<file path="src/rtl/ptb_pkg.sv">
// Package: shared types, codes and constants of the periodic timer bank.
`default_nettype none
package ptb_pkg;

    localparam int SLOTS_DEFAULT = 16;
    localparam int MAX_FIRES     = 16;
    localparam int FIRE_W        = $clog2(MAX_FIRES + 1);

    localparam logic [1:0] OP_CREATE  = 2'd0;
    localparam logic [1:0] OP_DESTROY = 2'd1;
    localparam logic [1:0] OP_TICK    = 2'd2;

    localparam logic [1:0] KIND_CREATE  = 2'd0;
    localparam logic [1:0] KIND_DESTROY = 2'd1;
    localparam logic [1:0] KIND_FIRED   = 2'd2;
    localparam logic [1:0] KIND_WAIT    = 2'd3;

    localparam logic [1:0] ST_OK        = 2'd0;
    localparam logic [1:0] ST_NOT_FOUND = 2'd1;
    localparam logic [1:0] ST_FULL      = 2'd2;
    localparam logic [1:0] ST_EMPTY     = 2'd3;

    typedef struct packed {
        logic [1:0]  opcode;
        logic [31:0] now_ms;
        logic [30:0] period_ms;
        logic [15:0] repeat_count;
        logic [4:0]  timer_id;
    } ptb_req_t;

    typedef struct packed {
        logic [1:0]  kind;
        logic [1:0]  status;
        logic [4:0]  result_id;
        logic [30:0] wait_ms;
        logic        last;
    } ptb_rsp_t;

    typedef struct packed {
        logic [31:0] deadline;
        logic [30:0] period;
        logic [15:0] remaining;
    } ptb_slot_t;

    typedef struct packed {
        logic        fire;
        logic        live;
        ptb_slot_t   slot;
        logic [30:0] wait_ms;
    } ptb_eval_t;

endpackage
`default_nettype wire

</file>
<file path="src/rtl/ptb_ram.sv">
// Generic single-write, single-read synchronous RAM with registered read data.
`default_nettype none
module ptb_ram #(
    parameter int WIDTH = 8,
    parameter int DEPTH = 16,
    localparam int AW = (DEPTH > 1) ? $clog2(DEPTH) : 1
) (
    input  wire logic             clk,
    input  wire logic             we,
    input  wire logic [AW-1:0]    waddr,
    input  wire logic [WIDTH-1:0] wdata,
    input  wire logic [AW-1:0]    raddr,
    output logic      [WIDTH-1:0] rdata
);

    logic [WIDTH-1:0] mem [DEPTH];

    always_ff @(posedge clk)
    begin
        if (we)
        begin
            mem[waddr] <= wdata;
        end
        rdata <= mem[raddr];
    end

endmodule
`default_nettype wire

</file>
<file path="src/rtl/ptb_slot_eval.sv">
// Tick evaluation of one timer entry: fire test, reload, count-down and wait.
`default_nettype none
module ptb_slot_eval
    import ptb_pkg::*;
(
    input  wire ptb_slot_t    slot,
    input  wire logic         live,
    input  wire logic         fire_ok,
    input  wire logic [31:0]  now_ms,
    output ptb_eval_t         ev
);

    logic [31:0] overdue;
    logic [31:0] reload;
    logic [31:0] eff_deadline;
    logic [31:0] ahead;
    logic        due;
    logic        finite;
    logic        final_fire;

    always_comb
    begin
        overdue      = now_ms - slot.deadline;
        due          = live && !overdue[31] && fire_ok;
        reload       = now_ms + {1'b0, slot.period};
        finite       = slot.remaining != 16'd0;
        final_fire   = due && finite && (slot.remaining <= 16'd1);
        eff_deadline = due ? reload : slot.deadline;
        ahead        = eff_deadline - now_ms;

        ev.fire           = due;
        ev.live           = live && !final_fire;
        ev.slot.deadline  = reload;
        ev.slot.period    = slot.period;
        ev.slot.remaining = (due && finite && !final_fire) ? slot.remaining - 16'd1
                                                           : slot.remaining;
        ev.wait_ms        = ahead[31] ? 31'd0 : ahead[30:0];
    end

endmodule
`default_nettype wire

</file>
<file path="src/rtl/periodic_timer_bank_top.sv">
// Top level: request sequencer, live bits and slot memory of the timer bank.
// Destroy replies in the cycle after the request; busy stays low.
// Create scans the live bits one slot a cycle and replies at the first free slot, or full at the last.
// Tick reads the slot memory one entry a cycle, then gives the wait report.
// Fired results come one a cycle on the way; busy falls with the final result; no stalls.
// Reset clears the live bits at once; slot memory contents are only used while live.
`default_nettype none
module periodic_timer_bank_top
    import ptb_pkg::*;
#(
    parameter int SLOTS = SLOTS_DEFAULT
) (
    input  wire logic     clk,
    input  wire logic     rst_n,
    input  wire logic     start,
    input  wire ptb_req_t request,
    output logic          busy,
    output logic          result_strobe,
    output ptb_rsp_t      result
);

    localparam int IW = (SLOTS > 1) ? $clog2(SLOTS) : 1;
    localparam int TW = IW + 6;
    localparam int SW = $bits(ptb_slot_t);

    localparam logic [2:0] S_IDLE   = 3'd0;
    localparam logic [2:0] S_CREATE = 3'd1;
    localparam logic [2:0] S_SCAN   = 3'd2;
    localparam logic [2:0] S_DRAIN  = 3'd3;
    localparam logic [2:0] S_REPORT = 3'd4;

    logic [2:0]        state_reg, state_next;
    logic [IW-1:0]     idx_reg, idx_next;
    logic              ev_valid_reg, ev_valid_next;
    logic              ev_last_reg, ev_last_next;
    logic [IW-1:0]     ev_idx_reg, ev_idx_next;
    logic [SLOTS-1:0]  live_reg, live_next;
    logic [FIRE_W-1:0] fires_reg, fires_next;
    logic              any_reg, any_next;
    logic [30:0]       best_reg, best_next;
    logic              out_valid_reg, out_valid_next;
    ptb_rsp_t          out_reg, out_next;
    ptb_req_t          req_reg, req_next;

    logic              ram_we;
    logic [IW-1:0]     ram_waddr;
    ptb_slot_t         ram_wdata;
    logic [SW-1:0]     ram_rdata;
    ptb_eval_t         ev;
    logic              accept;
    logic [TW-1:0]     tid_w;
    logic              tid_ok;
    logic [IW-1:0]     tid_idx;

    ptb_ram #(
        .WIDTH (SW),
        .DEPTH (SLOTS)
    ) u_slot_ram (
        .clk   (clk),
        .we    (ram_we),
        .waddr (ram_waddr),
        .wdata (ram_wdata),
        .raddr (idx_reg),
        .rdata (ram_rdata)
    );

    ptb_slot_eval u_eval (
        .slot    (ptb_slot_t'(ram_rdata)),
        .live    (ev_valid_reg && live_reg[ev_idx_reg]),
        .fire_ok (fires_reg < FIRE_W'(MAX_FIRES)),
        .now_ms  (req_reg.now_ms),
        .ev      (ev)
    );

    assign busy          = state_reg != S_IDLE;
    assign accept        = start && !busy;
    assign result_strobe = out_valid_reg;
    assign result        = out_reg;

    assign tid_w   = TW'(request.timer_id);
    assign tid_ok  = (tid_w != '0) && (tid_w <= TW'(SLOTS));
    assign tid_idx = IW'(tid_w - TW'(1));

    always_comb
    begin
        state_next     = state_reg;
        idx_next       = idx_reg;
        ev_valid_next  = 1'b0;
        ev_last_next   = 1'b0;
        ev_idx_next    = ev_idx_reg;
        live_next      = live_reg;
        fires_next     = fires_reg;
        any_next       = any_reg;
        best_next      = best_reg;
        req_next       = req_reg;
        out_valid_next = 1'b0;
        out_next       = out_reg;
        ram_we         = 1'b0;
        ram_waddr      = ev_idx_reg;
        ram_wdata      = ev.slot;

        case (state_reg)
            S_IDLE:
            begin
                if (accept)
                begin
                    req_next   = request;
                    idx_next   = '0;
                    fires_next = '0;
                    any_next   = 1'b0;
                    best_next  = '0;
                    case (request.opcode)
                        OP_CREATE:
                        begin
                            state_next = S_CREATE;
                        end
                        OP_DESTROY:
                        begin
                            out_valid_next = 1'b1;
                            out_next       = '{KIND_DESTROY, ST_NOT_FOUND, 5'd0, 31'd0, 1'b1};
                            if (tid_ok && live_reg[tid_idx])
                            begin
                                live_next[tid_idx] = 1'b0;
                                out_next.status    = ST_OK;
                            end
                        end
                        OP_TICK:
                        begin
                            state_next = S_SCAN;
                        end
                        default:
                        begin
                            state_next = S_IDLE;
                        end
                    endcase
                end
            end
            S_CREATE:
            begin
                if (!live_reg[idx_reg])
                begin
                    ram_we              = 1'b1;
                    ram_waddr           = idx_reg;
                    ram_wdata.deadline  = req_reg.now_ms + {1'b0, req_reg.period_ms};
                    ram_wdata.period    = req_reg.period_ms;
                    ram_wdata.remaining = req_reg.repeat_count;
                    live_next[idx_reg]  = 1'b1;
                    out_valid_next      = 1'b1;
                    out_next            = '{KIND_CREATE, ST_OK,
                                            5'({1'b0, idx_reg} + (IW + 1)'(1)), 31'd0, 1'b1};
                    state_next          = S_IDLE;
                end
                else if (idx_reg == IW'(SLOTS - 1))
                begin
                    out_valid_next = 1'b1;
                    out_next       = '{KIND_CREATE, ST_FULL, 5'd0, 31'd0, 1'b1};
                    state_next     = S_IDLE;
                end
                else
                begin
                    idx_next = idx_reg + IW'(1);
                end
            end
            S_SCAN:
            begin
                ev_valid_next = 1'b1;
                ev_idx_next   = idx_reg;
                ev_last_next  = idx_reg == IW'(SLOTS - 1);
                if (idx_reg == IW'(SLOTS - 1))
                begin
                    state_next = S_DRAIN;
                end
                else
                begin
                    idx_next = idx_reg + IW'(1);
                end
            end
            S_DRAIN:
            begin
                state_next = S_REPORT;
            end
            S_REPORT:
            begin
                out_valid_next = 1'b1;
                out_next       = any_reg ? ptb_rsp_t'{KIND_WAIT, ST_OK, 5'd0, best_reg, 1'b1}
                                         : ptb_rsp_t'{KIND_WAIT, ST_EMPTY, 5'd0, 31'd0, 1'b1};
                state_next     = S_IDLE;
            end
            default:
            begin
                state_next = S_IDLE;
            end
        endcase

        // fold in the entry read in the previous cycle
        if (ev_valid_reg)
        begin
            if (ev.fire)
            begin
                ram_we                = 1'b1;
                ram_waddr             = ev_idx_reg;
                ram_wdata             = ev.slot;
                live_next[ev_idx_reg] = ev.live;
                fires_next            = fires_reg + FIRE_W'(1);
                out_valid_next        = 1'b1;
                out_next              = '{KIND_FIRED, ST_OK,
                                          5'({1'b0, ev_idx_reg} + (IW + 1)'(1)), 31'd0, 1'b0};
            end
            if (ev.live)
            begin
                any_next = 1'b1;
                if (!any_reg || (ev.wait_ms < best_reg))
                begin
                    best_next = ev.wait_ms;
                end
            end
        end
    end

    always_ff @(posedge clk or negedge rst_n)
    begin
        if (!rst_n)
        begin
            state_reg     <= S_IDLE;
            idx_reg       <= '0;
            ev_valid_reg  <= 1'b0;
            ev_last_reg   <= 1'b0;
            ev_idx_reg    <= '0;
            live_reg      <= '0;
            fires_reg     <= '0;
            any_reg       <= 1'b0;
            out_valid_reg <= 1'b0;
        end
        else
        begin
            state_reg     <= state_next;
            idx_reg       <= idx_next;
            ev_valid_reg  <= ev_valid_next;
            ev_last_reg   <= ev_last_next;
            ev_idx_reg    <= ev_idx_next;
            live_reg      <= live_next;
            fires_reg     <= fires_next;
            any_reg       <= any_next;
            out_valid_reg <= out_valid_next;
        end
    end

    always_ff @(posedge clk)
    begin
        best_reg <= best_next;
        req_reg  <= req_next;
        out_reg  <= out_next;
    end

    a_fire_cap: assert property (@(posedge clk) disable iff (!rst_n)
        fires_reg <= FIRE_W'(MAX_FIRES))
        else $error("fire count above limit");

    a_eval_in_tick: assert property (@(posedge clk) disable iff (!rst_n)
        ev_valid_reg |-> (state_reg == S_SCAN || state_reg == S_DRAIN))
        else $error("entry evaluated outside a tick");

    a_last_eval_drain: assert property (@(posedge clk) disable iff (!rst_n)
        (ev_valid_reg && ev_last_reg) |-> state_reg == S_DRAIN)
        else $error("last entry evaluated out of step");

    a_report_final: assert property (@(posedge clk) disable iff (!rst_n)
        state_reg == S_REPORT |=> result_strobe && result.kind == KIND_WAIT && result.last)
        else $error("wait report missing");

    a_destroy_reply: assert property (@(posedge clk) disable iff (!rst_n)
        (accept && request.opcode == OP_DESTROY) |=>
            result_strobe && result.kind == KIND_DESTROY && !busy)
        else $error("destroy reply missing");

endmodule
`default_nettype wire
</file>
<file path="config.mk">
export PLATFORM = sky130hd
export DESIGN_NAME = periodic_timer_bank_top
export DESIGN_NICKNAME = d
export VERILOG_FILES = /design/src/rtl/ptb_pkg.sv /design/src/rtl/ptb_ram.sv /design/src/rtl/ptb_slot_eval.sv /design/src/rtl/periodic_timer_bank_top.sv
export SDC_FILE = /design/constraint.sdc
export NUM_CORES = 2
export LEC_CHECK = 0
export ABC_AREA = 1
export BUFFER_PORTS_ARGS = -buffer_cell sky130_fd_sc_hd__buf_2
export CORE_ASPECT_RATIO = 1.2
export CORE_MARGIN = 2
export CORE_UTILIZATION = 45
export DETAILED_ROUTE_END_ITERATION = 10
export PLACE_DENSITY = 0.6
export SLEW_MARGIN = 40
export SYNTH_ARGS = -nofsm -noshare
export SYNTH_HDL_FRONTEND = slang
export SYNTH_SLANG_ARGS = --single-unit
</file>
<file path="constraint.sdc">
create_clock -name clk -period 7.52 [get_ports clk]
set_input_delay 1.504 -clock clk [delete_from_list [all_inputs] [get_ports clk]]
set_output_delay 1.504 -clock clk [all_outputs]
set_load 0.01 [all_outputs]
</file>
==> reports/qor.txt <==
Max IR drop VDD -> 291 uV
via/cell ratio -> 5.68
vias in the first global route -> 43960
Pre-antenna DRT Iters -> 6
Final Wtd Congestion -> 0.953
Post-synth EDFFs -> 1343
total clock sinks -> 1529
core footprint -> 145000 sq um
Synth Flop Type -> edfxtp_1
Filler Cell Count -> 12613
synth warn -> 0
Clock transition at path regs -> 60 ps
GRT Util Overall -> 25.3%
H-tree depth -> 4
layout cells sized above 1 -> 9.20%
Slew @ Worst Pin -> 887 ps
drt drc -> 0
Starting Density -> 45.3%
Pwr per Cell Area -> 480 nW/um^2
Clk Latency, worst-skew pair -> 810 ps
post_cts resized -> 0
maxcap violations -> 0
wire length of the first global-routing pass -> 283 mm
# setup viols final -> 0
Min Hold Slack -> 459 ps
dpl cells -> 7781
Worst Hold Class -> register to register
fin crit share -> 92.0%
root buf cell -> clkbuf_16
Worst path slowest cell -> fa_1
Critical Path End Type -> register
Fin. Hold Viols -> 0
mean area per synthesized cell -> 11.1 sq um
WP data arrival -> 7610 ps
Top Ports -> 132
sequential share of the synthesized area -> 67.4%
CTS Hold Bufs -> 0
max frequency -> 0.144 GHz
worst clock skew -> 34.4 ps
remaining global-route overflow -> 0
most frequent CP cell -> nand2_1
std cell rows -> 153
CP Launch Type -> register
Pins Over Slew Limit -> 0
PortBufs -> 131
Synth Net Count -> 6168
final WL -> 192 mm
wire per inst -> 23.7 um
Setup TNS -> 0 ps
FFs w/ async S/R, synth -> 2.29%
largest net degree at the start of global routing -> 187
Leakage -> 0.0269 uW
status -> complete, no violations
via count -> 45915
FF+latch count, synth -> 1529
Routed Antenna Nets -> 0
Die H -> 422 um
CTS tree -> done
slew margin rel. -> 40.9%
HPWL after DPL -> 111 mm
die area -> 149000 sq um
Syn Inst Count -> 5907
number of flip-flops in the largest register -> 1264
initial DRC count -> 4822
CP required -> 8210 ps
Die W -> 353 um
fin crit period -> 6920 ps
Final nets -> 6268
critical path type -> register to register
Cell Area, Synth -> 65700 sq um
post-synth cell types -> 55
crit path max fanout -> 31
RSZ-0062 raised after global routing -> no
setup bufs post-CTS -> 0
CP max stage delay -> 410 ps
clock buffer depth -> 3
CTS Buf Count -> 157
Syn-to-layout area delta -> 12.8%
Layout Cells excl Fill -> 8080
initial antenna violation count -> 8
-- routing by layer --
metal / up-vias / wire [um] / GRT usage [%]
met1: 22787 / 82100 / 34.9
met4: 0 / 4540 / 7.14
met5: - / 0 / 0
met2: 1613 / 91600 / 41.4
met3: 275 / 13400 / 4.16
li1: 21240 / - / -
-- logic make-up after synthesis --
logic type,after synthesis,share of synthesized area (%)
xor gates and xnor gates,79,1.05
muxes,2,0.0305
AOI/OAI and AO/OA,1466,12.1
adders and majority gates,172,3.31
buffers and inverters,655,3.83
DFF,1529,67.4
and+or+nand+nor,2004,12.3
-- critical path, delay by kind of cell, from the launching register on --
family / cells / cell delay, ps
buffers and inverters: 2 / 250
adders and majority gates: 4 / 1320
and+or+nand+nor: 19 / 2010
DFF: 1 / 390
AOI/OAI and AO/OA: 16 / 2820
-- power breakdown --
part / internal (uW) / leakage, uW / switching [uW]
Sequential: 12800 / 0.0138 / 580
Combinational: 4060 / 0.0107 / 10600
Clock: 4310 / 0.00247 / 3280
-- cell type report --
type	instances	area, sq um	share of cell area (%)
flip-flops and latches	1529	44200	59.7
multi-input cells	3724	19200	25.9
clock buffers	228	4450	6.01
well taps	1937	2420	3.27
repair buffers	246	1890	2.55
inverters	349	1330	1.80
clock inverters	65	568	0.767
diodes	2	5.00	0.00676
-- final timing paths --
path,to,start,slack [ps],cells past startpoint
max in group asynchronous,idx_reg[0],rst_n,6450,1
min in group asynchronous,live_reg[12],rst_n,680,1
max,best_reg[12],req_reg[52],600,41
min,result[40],result[40],460,2
min reg2reg,result[40],result[40],460,2
max reg2reg,best_reg[12],req_reg[52],600,41
-- cells in the final DEF, fill, tap and decap left out, types with 20 or more instances in the layout --
master,synthesis,layout
edfxtp_1,1343,1343
nand2_1,939,936
o21ai_0,857,853
nor2_1,812,791
inv_1,338,335
o22ai_1,327,327
a21oi_1,185,180
ha_1,169,168
clkbuf_16,0,159
dfxtp_1,151,151
buf_2,14,130
nand3_1,103,103
nand4_1,92,92
buf_4,4,75
xor2_1,49,48
clkbuf_1,270,48
dfrtp_1,35,33
xnor2_1,30,30
clkinv_2,0,25
nor2_4,3,23
o21ai_1,23,21
clkbuf_8,0,21
buf_6,3,20
-- synth_stat cells, types with 2 or more instances --
master	n	area (sq um)
xor2_1	49	429
o221ai_1	9	78.8
a31oi_1	9	56.3
nand4_1	92	576
o21ai_2	4	35.0
nand3_1	103	515
o22ai_1	327	2050
o31ai_1	3	22.5
nand2_1	939	3520
inv_2	11	41.3
nor4_2	2	25.0
xnor2_1	30	263
o21ai_1	23	115
a21boi_0	3	22.5
nor3_1	12	60.1
nor3b_2	2	25.0
o211ai_1	7	52.6
nor2_4	3	33.8
inv_1	338	1270
o21ai_0	857	4290
nand3_2	3	30.0
a21oi_1	185	926
ha_1	169	2110
buf_4	4	30.0
nor2_1	812	3050
buf_6	3	33.8
dfxtp_1	151	3020
nor4_1	15	93.8
nor2_2	2	12.5
o21bai_1	9	67.6
mux2i_1	2	20.0
nand2_4	2	22.5
nand2_2	7	43.8
o21a_1	5	37.5
a21o_1	10	75.1
edfxtp_1	1343	40300
fa_1	3	60.1
clkbuf_1	270	1010
a22oi_1	2	15.0
buf_1	15	56.3
a211oi_1	5	37.5
buf_2	14	70.1
dfrtp_1	35	876
or2_2	7	43.8
-- per-stage QoR --
stage	worst slack [ps]	util, %	power [uW]	cell area, sq um
2_1_floorplan	1480	-	22500	65700
3_3_place_gp	115	47.4	27600	68700
3_5_place_dp	155	47.6	27800	68900
4_1_cts	135	51.0	35400	73900
5_1_grt	7.72	51.1	37700	74100
6_report	599	51.1	35600	74100
(Power assumes the default switching activity.)
